## config.mk

```make
export PLATFORM = sky130hd
export DESIGN_NAME = rcf_window
export DESIGN_NICKNAME = d
export VERILOG_FILES = /design/src/design/rcf_pkg.sv /design/src/design/rcf_window.sv
export SDC_FILE = /design/constraint.sdc
export NUM_CORES = 1
export LEC_CHECK = 0
export BUFFER_PORTS_ARGS = -buffer_cell sky130_fd_sc_hd__clkbuf_2
export CORE_ASPECT_RATIO = 0.8
export CORE_UTILIZATION = 55
export CTS_BUF_LIST = sky130_fd_sc_hd__clkbuf_4
export CTS_CLUSTER_DIAMETER = 80
export DETAILED_ROUTE_END_ITERATION = 16
export GPL_ROUTABILITY_DRIVEN = 0
export HOLD_SLACK_MARGIN = 0.1
export PLACE_DENSITY = 0.72
export SETUP_SLACK_MARGIN = 0.05
export SYNTH_ARGS = -nofsm -noshare
export SYNTH_HDL_FRONTEND = slang
export SYNTH_SLANG_ARGS = --single-unit
```

## constraint.sdc

```tcl
create_clock -name clk_i -period 10.7 [get_ports clk_i]
set_input_delay 1.605 -clock clk_i [delete_from_list [all_inputs] [get_ports clk_i]]
set_output_delay 1.605 -clock clk_i [all_outputs]
set_load 0.05 [all_outputs]
```

## src/design/rcf_pkg.sv

```systemverilog
package rcf_pkg;

  localparam int MaxWidth = 2048;
  localparam int ColW     = $clog2(MaxWidth);
  localparam int RowW     = 16;
  localparam int SizeW    = 12;
  localparam int PixW     = 24;
  localparam int SumW     = 13;
  localparam int CfgIdxW  = 3;
  localparam int CfgDataW = 16;

  typedef logic [PixW-1:0] pix_t;
  typedef logic signed [SumW-1:0] sum_t;

  typedef enum logic [1:0] {
    ModeEdge    = 2'd0,
    ModeSharpen = 2'd1,
    ModeBox     = 2'd2,
    ModeGauss   = 2'd3
  } filt_mode_e;

  typedef enum logic [CfgIdxW-1:0] {
    CfgMode   = 3'd0,
    CfgWidth  = 3'd1,
    CfgHeight = 3'd2,
    CfgXStart = 3'd3,
    CfgXEnd   = 3'd4,
    CfgYStart = 3'd5,
    CfgYEnd   = 3'd6
  } cfg_idx_e;

  typedef struct packed {
    logic [7:0] in_red;
    logic [7:0] in_green;
    logic [7:0] in_blue;
    logic       frame_start;
  } rcf_in_t;

  typedef struct packed {
    logic [RowW-1:0] out_row;
    logic [ColW-1:0] out_col;
    logic [7:0]      out_red;
    logic [7:0]      out_green;
    logic [7:0]      out_blue;
    logic            last_of_run;
  } rcf_out_t;

  // Item after acceptance, while the line store read is in flight
  typedef struct packed {
    pix_t            px;
    logic [RowW-1:0] row;
    logic [ColW-1:0] col;
    logic            do_filt;
    logic            do_pass;
    logic            fwd;
    pix_t            fwd_old;
    pix_t            fwd_new;
  } rcf_sa_t;

  // Item after the kernel sums
  typedef struct packed {
    sum_t            sum_r;
    sum_t            sum_g;
    sum_t            sum_b;
    pix_t            px;
    logic [RowW-1:0] row;
    logic [ColW-1:0] col;
    logic            do_filt;
    logic            do_pass;
  } rcf_sb_t;

endpackage

```

## src/design/rcf_window.sv

```systemverilog
module rcf_window import rcf_pkg::*; (
  input  logic          clk_i,
  input  logic          rst_ni,
  input  filt_mode_e    mode_i,
  input  logic          a_valid_i,
  input  rcf_sa_t       a_i,
  input  logic [2*PixW-1:0] rdata_i,
  input  logic          b_ready_i,
  output logic          a_ready_o,
  output pix_t          st_old_o,
  output logic          b_valid_o,
  output rcf_sb_t       b_o
);

  pix_t             win_q [6];
  pix_t             win   [9];
  pix_t             s_old;
  pix_t             s_new;
  logic [8:0][7:0]  ch_r;
  logic [8:0][7:0]  ch_g;
  logic [8:0][7:0]  ch_b;
  logic             a_adv;
  logic             b_valid_q;
  rcf_sb_t          b_q;
  rcf_sb_t          b_d;

  function automatic sum_t conv_sum(filt_mode_e mode, logic [8:0][7:0] a);
    sum_t corner;
    sum_t edges;
    sum_t center;
    sum_t s;
    begin
      corner = signed'({5'd0, a[0]} + {5'd0, a[2]} + {5'd0, a[6]} + {5'd0, a[8]});
      edges  = signed'({5'd0, a[1]} + {5'd0, a[3]} + {5'd0, a[5]} + {5'd0, a[7]});
      center = signed'({5'd0, a[4]});
      case (mode)
        ModeEdge:    s = (center <<< 3) - corner - edges;
        ModeSharpen: s = (center <<< 2) + center - edges;
        ModeBox:     s = corner + edges + center;
        ModeGauss:   s = corner + (edges <<< 1) + (center <<< 2);
        default:     s = '0;
      endcase
      return s;
    end
  endfunction

  assign a_ready_o = !b_valid_q || b_ready_i;
  assign a_adv     = a_valid_i && a_ready_o;

  // take the entry written by the item ahead when it hit the same column
  assign s_old    = a_i.fwd ? a_i.fwd_old : rdata_i[2*PixW-1:PixW];
  assign s_new    = a_i.fwd ? a_i.fwd_new : rdata_i[PixW-1:0];
  assign st_old_o = s_new;

  always_comb begin
    win[0] = win_q[0];
    win[1] = win_q[1];
    win[2] = s_old;
    win[3] = win_q[2];
    win[4] = win_q[3];
    win[5] = s_new;
    win[6] = win_q[4];
    win[7] = win_q[5];
    win[8] = a_i.px;
    for (int k = 0; k < 9; k++) begin
      ch_r[k] = win[k][23:16];
      ch_g[k] = win[k][15:8];
      ch_b[k] = win[k][7:0];
    end
    b_d.sum_r   = conv_sum(mode_i, ch_r);
    b_d.sum_g   = conv_sum(mode_i, ch_g);
    b_d.sum_b   = conv_sum(mode_i, ch_b);
    b_d.px      = a_i.px;
    b_d.row     = a_i.row;
    b_d.col     = a_i.col;
    b_d.do_filt = a_i.do_filt;
    b_d.do_pass = a_i.do_pass;
  end

  always_ff @(posedge clk_i or negedge rst_ni) begin
    if (!rst_ni) begin
      for (int k = 0; k < 6; k++) begin
        win_q[k] <= '0;
      end
      b_valid_q <= 1'b0;
    end else begin
      if (a_adv) begin
        win_q[0] <= win_q[1];
        win_q[1] <= s_old;
        win_q[2] <= win_q[3];
        win_q[3] <= s_new;
        win_q[4] <= win_q[5];
        win_q[5] <= a_i.px;
        b_valid_q <= 1'b1;
      end else if (b_ready_i) begin
        b_valid_q <= 1'b0;
      end
    end
  end

  always_ff @(posedge clk_i) begin
    if (a_adv) begin
      b_q <= b_d;
    end
  end

  assign b_valid_o = b_valid_q;
  assign b_o       = b_q;

endmodule

```

* Yosys cells after proc, flatten, opt, wreduce, memory -nomap -nowiden *
Index checks and enable logic that the tools add are counted.

storage, ports and cells
  register bits after elaboration = 237
  output and inout port bits = 118

operators by class
  $add $sub $neg = 42
  eq/ne operators = 3
  mux-type cells = 7
  reductions and logical operators = 5

operator list
  operator                                       count
  case mux 13 bit (4 select lines)               3
  adder 10 x 8 -> 11 bit                         9
  subtractor 11 x 11 -> 12 bit                   6
  adder 9 x 8 -> 10 bit                          6
  adder 8 x 8 -> 9 bit                           6
  two-way mux 24 bit                             2
  adder 11 x 12 -> 13 bit                        3
  adder 12 x 8 -> 13 bit                         3
  adder 13 x 11 -> 13 bit                        3
  subtractor 12 x 12 -> 13 bit                   3
  adder 11 x 11 -> 12 bit                        3
  == test 2 bit, second input constant           2
  == test 2 x 1 -> 1 bit, second input constant  1
  zero test 2 bit                                1
  two-way mux 1 bit                              2
  nonzero test 2 bit                             1
  logical AND 1 bit                              1
  zero test 1 bit                                1
  logical OR 1 bit                               1

* Logic depth before layout (Yosys ltp) *
  depth in word-level cells = 7
  depth in mapped cells = 27

* Worst setup path after synthesis *
OpenSTA, ideal clock, no wires.

  path type = input port to flip-flop
  from = input port a_i[48] in the netlist's numbering
  to = register b_q, in the netlist b_o[90], data pin
  library setup time = 0.284 ns
  arrival = 7.482 ns
  required time = 10.416 ns
  setup slack = 2.934 ns
  stages on the path = 27
  buffers on the path = 2
  cell sequence = clkbuf_1 -> buf_2 -> mux2i_1 -> fa_1 -> inv_1 -> fa_1 -> ha_1 -> fa_1 -> a21o_1 -> a21oi_1 -> nor2b_1 -> o21a_1 -> or3_1 -> nand2_1 -> ha_1 -> nand3_1 -> a21oi_1 -> nor4b_1 -> xnor2_1 -> ha_1 -> o21a_1 -> o21ai_0 -> nand2_1 -> a41oi_2 -> or4b_1 -> xor2_1 -> o2111ai_2

RTL lines
  item                  line               text
  start, declared       rcf_window.sv:6    input rcf_sa_t a_i,
  end signal, assigned  rcf_window.sv:103  b_q <= b_d;
  end, declared         rcf_window.sv:24   rcf_sb_t b_q;

==> metrics.txt <==
clock-pin transition on the worst setup and hold timing paths=70 ps; vias in the first global route=~16,000; Hold Fails Final Rpt=0; Worst Tran Pin Value=1050 ps; FFs w/ async S/R, synth=61.2%; sequential fraction of the synthesis area=30.3%; final total negative setup slack=0 ps; critical path class=in2reg; global-route wire length before repair=85,800 um; drt first pass iters=6; Critical Path End Type=flop; final WL=54,600 um; Crit path max-delay family=adder cells; Remaining DRCs=0; Die X=around 220 um; Clock Path Buffers=3; FF+latch count, synth=237; placed inst area=approximately 23,000 um2; Synth Flop Type=dfrtp_1; Die Span Y=~180 um; port bufs=273; Buf+Inv Stages, Crit Path=3; Layout Cell Area excl Fill=23,600 um2; CP Launch Type=primary input; top cells by count, synth=inv_1, ha_1, nand2_1, o21ai_0, fa_1; DR vias/cell=between 5 and 6; cell taking the most area after synthesis=dfrtp_1; DR iter-0 viols=1,370; syn avg cell area=10.1 um2; Fin Clk Skew=97.8 ps; FILL cells=3,066; # clock sinks=between 200 and 250; Hold Path Class=reg2reg; num rows=63; synth top area cells=dfrtp_1, fa_1, edfxtp_1; area delta synth->final=11.6%; WP data arrival=slightly above 8000 ps; Core Region=37,400 um2; CP max-delay cell=buf_4; RSZ-0062 raised after global routing=no; Period minus WS final=7590 ps; io pins=274; Inserted Clock Buffers=61; Max Cap Violations=0; footprint of the multi-input gates=13,200 um2; worst-path maximum fanout=34; cts repair resizes=0; most frequent cell after synthesis=inv_1; Max-slew headroom=30.0%; antenna violations before repair=2; Critical Path RT=between 10,000 and 15,000 ps; Root Driver=clkbuf_4; status=complete, no violations; final setup vio count=0; Slew Viols, Final=0; largest net degree at the start of global routing=between 150 and 200; Tcrit/Tclk final=70.9%; Post-Syn Area=21,100 um2; vias=16,200; Worst-Skew Late Latency=790 ps; global route total overflow=0; library cells used by synthesis=72; Register Area=6390 um2; Synth Warn #=0; GRT Total Usage=28.3%; Yosys top cell area share=17.2%; die area=between 30,000 and 40,000 um2; most frequent CP cell=ha_1; hpwl dp=44,300 um; H-tree levels=2; Nets=2,908; Post-synth EDFFs=a little over 90; post-CTS setup buffers=0; Synth Instances=2,092; fraction of layout cells with a size suffix above 1=between 15 and 20%; Wirelength per Cell=18.8 um; TritonCTS clock tree=yes; Mapped Nets=2,635; hold_buf cts=0; maximum clock frequency=132 MHz; Initial Util=56.4%; Routed Antenna Nets=0; largest stage delay on the critical path=570 ps
-- flip-flops by register name, indices dropped and copies added (netlist names) --
signal,count
ch_b,48
ch_g,48
ch_r,48
b_o,92
b_valid_o,1
-- stage by stage --
step           setup slack (ps)  hold slack (ps)  util (%)  std cells
2_1_floorplan              2930              450         -       2092
3_3_place_gp               2520              457      60.8       2789
3_5_place_dp               2360              474      60.8       2789
4_1_cts                    3160              486      62.9       2903
5_1_grt                    2630              524      62.9       2904
6_report                   3110              480      62.9       2904
-- placed cells by master, fill, tap and decap left out, types with 10 or more instances in the layout --
| cell | instances |
|---|---|
| nand2_1 | 205 |
| mux2i_1 | 28 |
| o21a_1 | 41 |
| edfxtp_1 | 92 |
| o21bai_1 | 14 |
| clkinv_1 | 17 |
| ha_1 | 210 |
| a21o_1 | 35 |
| mux4_2 | 23 |
| xor2_1 | 42 |
| xnor2_1 | 91 |
| clkbuf_4 | 92 |
| nor2b_1 | 22 |
| dfrtp_1 | 145 |
| a31oi_1 | 10 |
| a211oi_1 | 18 |
| clkbuf_2 | 272 |
| fa_1 | 177 |
| o21ai_0 | 182 |
| mux2_2 | 30 |
| nor3_1 | 18 |
| inv_1 | 310 |
| a21oi_1 | 95 |
| nor2_1 | 94 |
| nand2b_1 | 18 |
-- per-layer routing --
| metal | wire length (um) | share of wire (%) | GRT usage [%] | vias to the layer above |
|---|---|---|---|---|
| met5 | 13 | 0.024 | 0 | - |
| met4 | 1030 | 1.9 | 6.61 | 2 |
| met3 | 5260 | 9.6 | 6.71 | 78 |
| met2 | 21400 | 39 | 37.9 | 683 |
| met1 | 26900 | 49 | 45.2 | 7772 |
| li1 | - | - | - | 7661 |
-- worst register-to-register path: stages, from the launching register on --
cell and delay, ps:
dfrtp_1 320, inv_1 60, fa_1 490, inv_1 50, fa_1 460, ha_1 240, fa_1 430, a21o_1 220
a21oi_1 220, nor2b_1 70, o21a_1 180, or3_1 300, nand2_1 170, ha_1 310, nand3_1 100, a21oi_1 60
nor4b_1 390, xnor2_1 140, ha_1 380, o21a_1 240, o21ai_0 80, nand2_1 80, a41oi_2 160, or4b_1 460
xor2_1 170, o2111ai_2 110
-- final cells by class --
class	instances	area share, %
multi-input cells	1475	55.9
flip-flops and latches	237	27.1
repair buffers	279	6.02
inverters	311	4.99
clock buffers	92	2.93
well taps	487	2.59
clock inverters	22	0.436
diodes	1	0.0106
-- worst paths after layout --
kind | startpoint | end | slack (ps) | depth (start not counted)
worst max register to register | ch_r[1] | b_o[90] | 4610 | 25
worst max-delay path | a_i[48] | b_o[90] | 3110 | 26
max in group asynchronous | rst_ni | ch_g[61] | 8410 | 2
min in group asynchronous | rst_ni | ch_b[24] | 870 | 1
worst min register to register | ch_b[58] | ch_b[50] | 480 | 2
worst min-delay path | ch_b[58] | ch_b[50] | 480 | 2
-- cells by family (layout without fill, tap and decap cells) --
| group | count (synthesis) | after routing | share of synthesized area, % |
|---|---|---|---|
| multiplexers | 81 | 81 | 5.38 |
| buffers and inverters | 380 | 704 | 7.34 |
| adder cells (fa/ha/maj) | 387 | 387 | 29.2 |
| AO/OA/AOI/OAI | 465 | 465 | 13.6 |
| other | 0 | 1 | 0 |
| XOR/XNOR | 133 | 133 | 5.52 |
| flip-flops | 237 | 237 | 30.3 |
| AND/OR/NAND/NOR | 409 | 409 | 8.61 |
Power is left out: the tool's default activity adds up to more than one toggle a clock period on the data nets, which glitch-free logic cannot reach.
