===== src/design/rcf_pkg.sv =====
package rcf_pkg;

  localparam int MaxWidth = 2048;
  localparam int ColW     = $clog2(MaxWidth);
  localparam int RowW     = 16;
  localparam int SizeW    = 12;
  localparam int PixW     = 24;
  localparam int SumW     = 13;
  localparam int CfgIdxW  = 3;
  localparam int CfgDataW = 16;

  typedef logic [PixW-1:0] pix_t;
  typedef logic signed [SumW-1:0] sum_t;

  typedef enum logic [1:0] {
    ModeEdge    = 2'd0,
    ModeSharpen = 2'd1,
    ModeBox     = 2'd2,
    ModeGauss   = 2'd3
  } filt_mode_e;

  typedef enum logic [CfgIdxW-1:0] {
    CfgMode   = 3'd0,
    CfgWidth  = 3'd1,
    CfgHeight = 3'd2,
    CfgXStart = 3'd3,
    CfgXEnd   = 3'd4,
    CfgYStart = 3'd5,
    CfgYEnd   = 3'd6
  } cfg_idx_e;

  typedef struct packed {
    logic [7:0] in_red;
    logic [7:0] in_green;
    logic [7:0] in_blue;
    logic       frame_start;
  } rcf_in_t;

  typedef struct packed {
    logic [RowW-1:0] out_row;
    logic [ColW-1:0] out_col;
    logic [7:0]      out_red;
    logic [7:0]      out_green;
    logic [7:0]      out_blue;
    logic            last_of_run;
  } rcf_out_t;

  // Item after acceptance, while the line store read is in flight
  typedef struct packed {
    pix_t            px;
    logic [RowW-1:0] row;
    logic [ColW-1:0] col;
    logic            do_filt;
    logic            do_pass;
    logic            fwd;
    pix_t            fwd_old;
    pix_t            fwd_new;
  } rcf_sa_t;

  // Item after the kernel sums
  typedef struct packed {
    sum_t            sum_r;
    sum_t            sum_g;
    sum_t            sum_b;
    pix_t            px;
    logic [RowW-1:0] row;
    logic [ColW-1:0] col;
    logic            do_filt;
    logic            do_pass;
  } rcf_sb_t;

endpackage


===== src/design/rcf_out.sv =====
module rcf_out import rcf_pkg::*; (
  input  logic       clk_i,
  input  logic       rst_ni,
  input  filt_mode_e mode_i,
  input  logic       b_valid_i,
  input  rcf_sb_t    b_i,
  output logic       b_ready_o,
  output logic       out_valid_o,
  input  logic       out_stall_i,
  output rcf_out_t   out_data_o
);

  logic     v0_q;
  logic     v1_q;
  rcf_out_t slot0_q;
  rcf_out_t slot1_q;
  rcf_out_t res_filt;
  rcf_out_t res_pass;
  logic     out_xfer;
  logic     b_adv;

  function automatic logic [7:0] div_clamp(filt_mode_e mode, sum_t s);
    logic [23:0] prod;
    sum_t        q;
    logic [7:0]  r;
    begin
      // sum / 9 for sums below 4096 by reciprocal 3641 / 2^15
      prod = {12'd0, s[11:0]} * 24'd3641;
      case (mode)
        ModeBox:   q = signed'({4'd0, prod[23:15]});
        ModeGauss: q = s >>> 4;
        default:   q = s;
      endcase
      if (q < 0) begin
        r = 8'd0;
      end else if (q > 13'sd255) begin
        r = 8'hFF;
      end else begin
        r = q[7:0];
      end
      return r;
    end
  endfunction

  always_comb begin
    res_filt.out_row     = b_i.row - 16'd1;
    res_filt.out_col     = b_i.col - 11'd1;
    res_filt.out_red     = div_clamp(mode_i, b_i.sum_r);
    res_filt.out_green   = div_clamp(mode_i, b_i.sum_g);
    res_filt.out_blue    = div_clamp(mode_i, b_i.sum_b);
    res_filt.last_of_run = !b_i.do_pass;

    res_pass.out_row     = b_i.row;
    res_pass.out_col     = b_i.col;
    res_pass.out_red     = b_i.px[23:16];
    res_pass.out_green   = b_i.px[15:8];
    res_pass.out_blue    = b_i.px[7:0];
    res_pass.last_of_run = 1'b1;
  end

  assign out_xfer  = v0_q && !out_stall_i;
  assign b_ready_o = !v0_q || (out_xfer && !v1_q);
  assign b_adv     = b_valid_i && b_ready_o;

  always_ff @(posedge clk_i or negedge rst_ni) begin
    if (!rst_ni) begin
      v0_q <= 1'b0;
      v1_q <= 1'b0;
    end else if (b_adv) begin
      v0_q <= b_i.do_filt || b_i.do_pass;
      v1_q <= b_i.do_filt && b_i.do_pass;
    end else if (out_xfer) begin
      // advance the second result into the output slot
      v0_q <= v1_q;
      v1_q <= 1'b0;
    end
  end

  always_ff @(posedge clk_i) begin
    if (b_adv) begin
      slot0_q <= b_i.do_filt ? res_filt : res_pass;
      slot1_q <= res_pass;
    end else if (out_xfer && v1_q) begin
      slot0_q <= slot1_q;
    end
  end

  assign out_valid_o = v0_q;
  assign out_data_o  = slot0_q;

endmodule


===== config.mk =====
export PLATFORM = sky130hd
export DESIGN_NAME = rcf_out
export DESIGN_NICKNAME = d
export VERILOG_FILES = /design/src/design/rcf_pkg.sv /design/src/design/rcf_out.sv
export SDC_FILE = /design/constraint.sdc
export NUM_CORES = 1
export LEC_CHECK = 0
export ABC_CLOCK_PERIOD_IN_PS = 8100
export BUFFER_PORTS_ARGS = -buffer_cell sky130_fd_sc_hd__buf_2
export CAP_MARGIN = 20
export CORE_ASPECT_RATIO = 1.75
export CORE_MARGIN = 1.5
export CORE_UTILIZATION = 50
export CTS_BUF_LIST = sky130_fd_sc_hd__clkbuf_4 sky130_fd_sc_hd__clkbuf_8
export CTS_CLUSTER_DIAMETER = 80
export CTS_CLUSTER_SIZE = 20
export DETAILED_ROUTE_END_ITERATION = 8
export PLACE_DENSITY_LB_ADDON = 0.3
export SLEW_MARGIN = 20
export SYNTH_ARGS = -nofsm -noshare
export SYNTH_HDL_FRONTEND = slang
export SYNTH_SLANG_ARGS = --single-unit

===== constraint.sdc =====
create_clock -name clk_i -period 8.1 [get_ports clk_i]
set_input_delay 0.405 -clock clk_i [delete_from_list [all_inputs] [get_ports clk_i]]
set_output_delay 0.405 -clock clk_i [all_outputs]
set_load 0.03 [all_outputs]

# Yosys cells after proc, flatten, opt, wreduce, memory -nomap -nowiden
# Cells that the tools add are included.
[totals]
ff_bits = 105
output_inout_bits = 54
word_cells = 55
[op_classes]
add_sub_neg = 2
n_mul = 3
magnitude_cmp = 6
eq_ne = 2
n_mux = 16
n_reduce_logical = 13
[ops]
columns = ["cell", "n"]
rows = [
  ["$mux 52", 3],
  ["$pmux 13 s2", 3],
  ["$mul 12x12->24 const B", 3],
  ["$mux 8", 6],
  ["$gt 13x9->1 const B", 3],
  ["$lt 13x1->1 const B", 3],
  ["$sub 16x1->16 const B", 1],
  ["$sub 11x1->11 const B", 1],
  ["$logic_and 1x1->1", 5],
  ["$eq 2x2->1 const B", 2],
  ["$logic_not 1->1", 4],
  ["$mux 1", 4],
  ["$reduce_bool 2->1", 2],
  ["$logic_or 1x1->1", 2],
]

# Logic depth before layout (Yosys ltp)
[logic_depth]
word_depth = 7
mapped_depth = 21
depth_no_buf = 21

# Worst setup path before layout
# OpenSTA, ideal clock, no wires.
[synth_timing]
kind = "input -> register"
start = "input b_i[73] in the netlist's numbering"
end = "register slot0_q (netlist bit out_data_o[14]), data pin"
t_arrival_ns = 4.973
required_time_ns = 7.833
slack_ns = 2.860
cell_stages = 21
n_path_buf = 0
cell_sequence = "inv_1 fa_1 inv_1 ha_1 inv_1 fa_1 inv_1 fa_1 inv_1 fa_1 inv_1 ha_1 o21ai_0 o21ai_0 a211o_1 o211ai_1 inv_1 nor3_1 o32ai_2 a2111oi_0 o21ai_0"
[synth_between]
elab_chain_len = 7
word_cells_on_any_way = 8
classes_between = "1 x mul; 2 x order compare; 5 x mux"
[synth_rtl]
columns = ["element", "line_no", "text"]
rows = [
  ["from (decl)", "rcf_out.sv:6", "input rcf_sb_t b_i,"],
  ["$mul 12x12->24", "rcf_out.sv:28", "prod = {12'd0, s[11:0]} * 24'd3641;"],
  ["$pmux 13 s2 (*)", "rcf_out.sv:29", "case (mode)"],
  ["$gt 13x9->1", "rcf_out.sv:36", "end else if (q > 13'sd255) begin"],
  ["$mux 8", "rcf_out.sv:36", ""],
  ["$mux 8 (*)", "rcf_out.sv:34", "if (q < 0) begin"],
  ["$mux 52 (*)", "rcf_out.sv:81", "slot0_q <= b_i.do_filt ? res_filt : res_pass;"],
  ["$mux 52 (*)", "rcf_out.sv:80", "if (b_adv) begin"],
  ["to (signal assigned)", "rcf_out.sv:81", ""],
  ["to (signal assigned)", "rcf_out.sv:84", "slot0_q <= slot1_q;"],
  ["to (decl)", "rcf_out.sv:15", "rcf_out_t slot0_q;"],
]
# Mark *: on every way between the ends. The rest lies on a longest branch, timed or not.
# A chain may end at the register's enable or synchronous reset.

# Worst setup path in the final report
# Ends and elaborated chain as after synthesis.

==> impl_metrics.py <==
metrics = {
    "outcome": {
        "status": "completed",
    },
    "min_path": {
        "hold_end": "slot1_q[15]$_DFFE_PP_",
        "worst_hold_path.num_cells": 1,
        "hold_path_class": "in2reg",
        "hold_start": "b_i[43]",
    },
    "worst_setup_path": {
        "worstRegToRegCells": 6,
        "cp.arrival_ns": 5.50,
        "critPathMaxFanout": 8,
        "r2r_end": "out_data_o[13]$_DFFE_PP_",
        "required_ns": 8.21,
        "ff2ff_setup_slack_ns": 5.68,
        "cp-start-kind": "input port",
        "rr_startpoint": "out_valid_o$_DFFE_PN0P_",
        "worst_setup_path_end_kind": "flop",
        "worstSetupPathType": "in2reg",
    },
    "sta": {
        "hold_violations": 0,
        "finalCriticalPeriod_ns": 5.392,
        "fin_skew_ns": 0.01360,
        "setup_viol": 0,
        "holdWs_ns": 0.2121,
        "max_freq_mhz": 185.5,
        "rsz0062_at_grt": "false",
        "slew_violations": 0,
        "max-slew-margin-rel_pct": 37.96,
        "finalSetupTns_ns": 0,
        "worst_slew_pin_slew_ns": 0.9307,
        "worst_slack_ns": 2.708,
        "finalCritPeriodShare_pct": 66.56,
    },
    "pwr": {
        "power_mw": 3.248,
        "swShare_pct": 46.67,
        "comb_power_share_pct": 68.1,
        "power_leakage_nw": 6.087,
        "vdd_drop_max_v": 0.0001607,
        "powerDensity_mw_per_mm2": 258.4,
        "power.switching_mw": 1.516,
        "seq_power_share_pct": 20.8,
        "p_int_mw": 1.732,
        "pwr-share-clk_pct": 11.1,
    },
    "finish": {
        "nNetsFinal": 1622,
        "final_cells": 1529,
        "fill_cells": 1964,
        "drive_gt1_share_pct": 15.03,
        "final_area_mm2": 0.01257,
        "syn_to_final_growth_pct": 11.72,
        "final_core_util_pct": 56.95,
    },
    "placement": {
        "placed_area_mm2": 0.01234,
        "hpwl_um": 23450,
        "pre_cts_slack_ns": 2.290,
        "routabilityCongestion": 0.9821,
        "placed_cells": 1511,
        "portBuffers": 151,
    },
    "floorplan": {
        "die_area_mm2": 0.02345,
        "fp.dieH_um": 201.4,
        "start_util_pct": 50.98,
        "io_pins": 152,
        "chipWidth_um": 116.4,
        "rows": 72,
        "core_mm2": 0.02207,
    },
    "global_routing": {
        "grt_start_max_net_pins": 99,
        "grt_pass1_vias": 9097,
        "grt.overflow.total": 0,
        "grt_pass1_wl_um": 45640,
        "grt_use_total_pct": 25.48,
        "antenna_found_initial": 2,
    },
    "drt": {
        "drc": 0,
        "routed_via_density": 5.636,
        "drtIter0Drc": 617,
        "num_vias": 8617,
        "avgRoutedWirePerCell_um": 18.50,
        "drtAntennaViolNets": 0,
        "drt_wl_total_um": 28290,
        "first_pass_iters": 6,
    },
    "yosys": {
        "ys_warn_count": 0,
        "synth_seq_cells": 105,
        "synthCells": 1085,
        "synthDistinctLibCells": 65,
        "synthesis.nets": 1480,
        "ys_top_cells_by_area": "edfxtp_1, ha_1, fa_1",
        "synthesis.area_mm2": 0.01125,
        "ys_seq_area_share_pct": 27.94,
        "async_reset_ff_share_pct": 1.905,
        "synth-edff-count": 103,
        "synth_top_area_cell": "edfxtp_1",
        "synth_top_flop_cell": "edfxtp_1",
        "avgSynthCellArea_um2": 10.37,
        "yosysTopAreaCellShare_pct": 27.49,
    },
    "clocking": {
        "cts_tree": "done",
        "clk_pin_slew_ns": 0.10,
        "cts_max_path_buffers": 2,
        "cts_resized": 0,
        "cts_inserted_buffers": 9,
        "cts_root_buf": "clkbuf_8",
        "h-tree-depth": 3,
        "clock_latency_ns": 0.38,
        "clock-sinks": 105,
    },
    "run": {
        "max_cap_violations": 0,
    },
}
[power groups by stage]
stage | sequential [mW] | clock [mW] | combinational, mW
floorplan | 0.746 | 0 | 1.53
global placement | 0.686 | 0 | 2.17
detailed placement | 0.687 | 0 | 2.19
CTS | 0.675 | 0.371 | 2.22
global route | 0.680 | 0.390 | 2.51
finish | 0.674 | 0.362 | 2.21
[per-layer routing]
metal | global-route usage, % | part of all wire, % | vias up
met1 | 27.67 | 36 | 4154
li1 | - | - | 4100
met5 | 0 | 0 | -
met3 | 3.524 | 4.7 | 86
met4 | 13.02 | 5.3 | 0
met2 | 46.85 | 54 | 277
[flip-flops by register name, summed over array words and instances (netlist names)]
| signal | cells |
|---|---|
| v1_q | 1 |
| out_data_o | 52 |
| slot1_q | 51 |
| out_valid_o | 1 |
[synth_stat cells, types with 3 or more instances]
cell,count
nor3b_1,18
nor3_1,19
nand3_1,14
a221o_1,3
xnor2_1,30
fa_1,84
nor4_1,7
inv_1,162
a22o_1,3
a21o_1,14
nand4_1,6
a21oi_1,49
a31o_2,3
a211o_1,6
o21ai_0,62
nor2_1,42
ha_1,213
edfxtp_1,103
a211oi_1,9
o211ai_1,10
and2_1,7
nor2b_1,5
clkbuf_1,25
a2111oi_0,4
a31oi_1,7
and3_1,3
nand2b_1,8
a41oi_1,3
or4_1,4
o21bai_1,3
a22oi_1,5
nand2_1,72
xor2_1,34
o21a_1,5
mux2i_1,4
[worst max-delay path by stage]
stage	startpoint	to	slack (ns)	cells past startpoint
4_1_cts	b_i[73]	out_data_o[14]$_DFFE_PP_	2.71	22
5_1_grt	b_i[73]	out_data_o[14]$_DFFE_PP_	2.27	22
3_5_place_dp	b_i[73]	out_data_o[14]$_DFFE_PP_	2.29	22
6_report	b_i[73]	out_data_o[14]$_DFFE_PP_	2.71	22
3_3_place_gp	b_i[73]	out_data_o[14]$_DFFE_PP_	2.42	22
2_1_floorplan	b_i[73]	out_data_o[14]$_DFFE_PP_	2.86	21
[critical path: stages]
cell	delay (ns)
buf_2	0.15
inv_1	0.11
fa_1	0.54
inv_1	0.04
ha_1	0.30
inv_1	0.07
fa_1	0.52
inv_1	0.05
fa_1	0.49
inv_1	0.06
fa_1	0.53
inv_1	0.04
ha_1	0.30
o21ai_0	0.17
o21ai_0	0.12
a211o_1	0.29
o211ai_1	0.25
inv_1	0.12
nor3_1	0.24
o32ai_2	0.18
a2111oi_0	0.39
o21ai_0	0.12
[cells in the final DEF, fill, tap and decap left out, types with 10 or more instances in the layout]
cell	instances
nor3b_1	18
inv_1	162
a21o_1	14
xnor2_1	30
o211ai_1	10
fa_1	84
ha_1	213
edfxtp_1	103
a21oi_1	48
nor3_1	19
xor2_1	34
o21ai_0	62
nand3_1	14
buf_2	151
nand2_1	71
nor2_1	42
[kinds of logic (layout without fill, tap and decap cells)]
family / Yosys count / after routing / share of synthesized area [%]
other: 0 / 2 / 0
buffers and inverters: 189 / 335 / 6.306
flip-flops: 105 / 105 / 27.94
AO/OA/AOI/OAI: 215 / 215 / 12.64
AND/OR/NAND/NOR: 211 / 211 / 9.142
XOR/XNOR: 64 / 64 / 4.982
adder cells (fa/ha/maj): 297 / 297 / 38.63
multiplexers: 4 / 4 / 0.3559
[what timing repair did]
action | 4_1_cts | 5_1_grt
setup buffers | 0 | 0
hold buffers | 1 | 0
endpoints found under the hold margin | 2 | 0
[area by class of cell]
type	count	area, um^2	share of cell area (%)
Inverter	163	611.8	4.868
Timing Repair Buffer	157	803.3	6.391
Clock buffer	10	131.4	1.045
Multi-Input combinational cell	791	7417	59.01
Sequential cell	105	3143	25.00
Clock inverter	5	87.58	0.6968
Tap cell	296	370.4	2.946
Antenna cell	2	5.005	0.03982
Power figures use the tool's default switching activity.
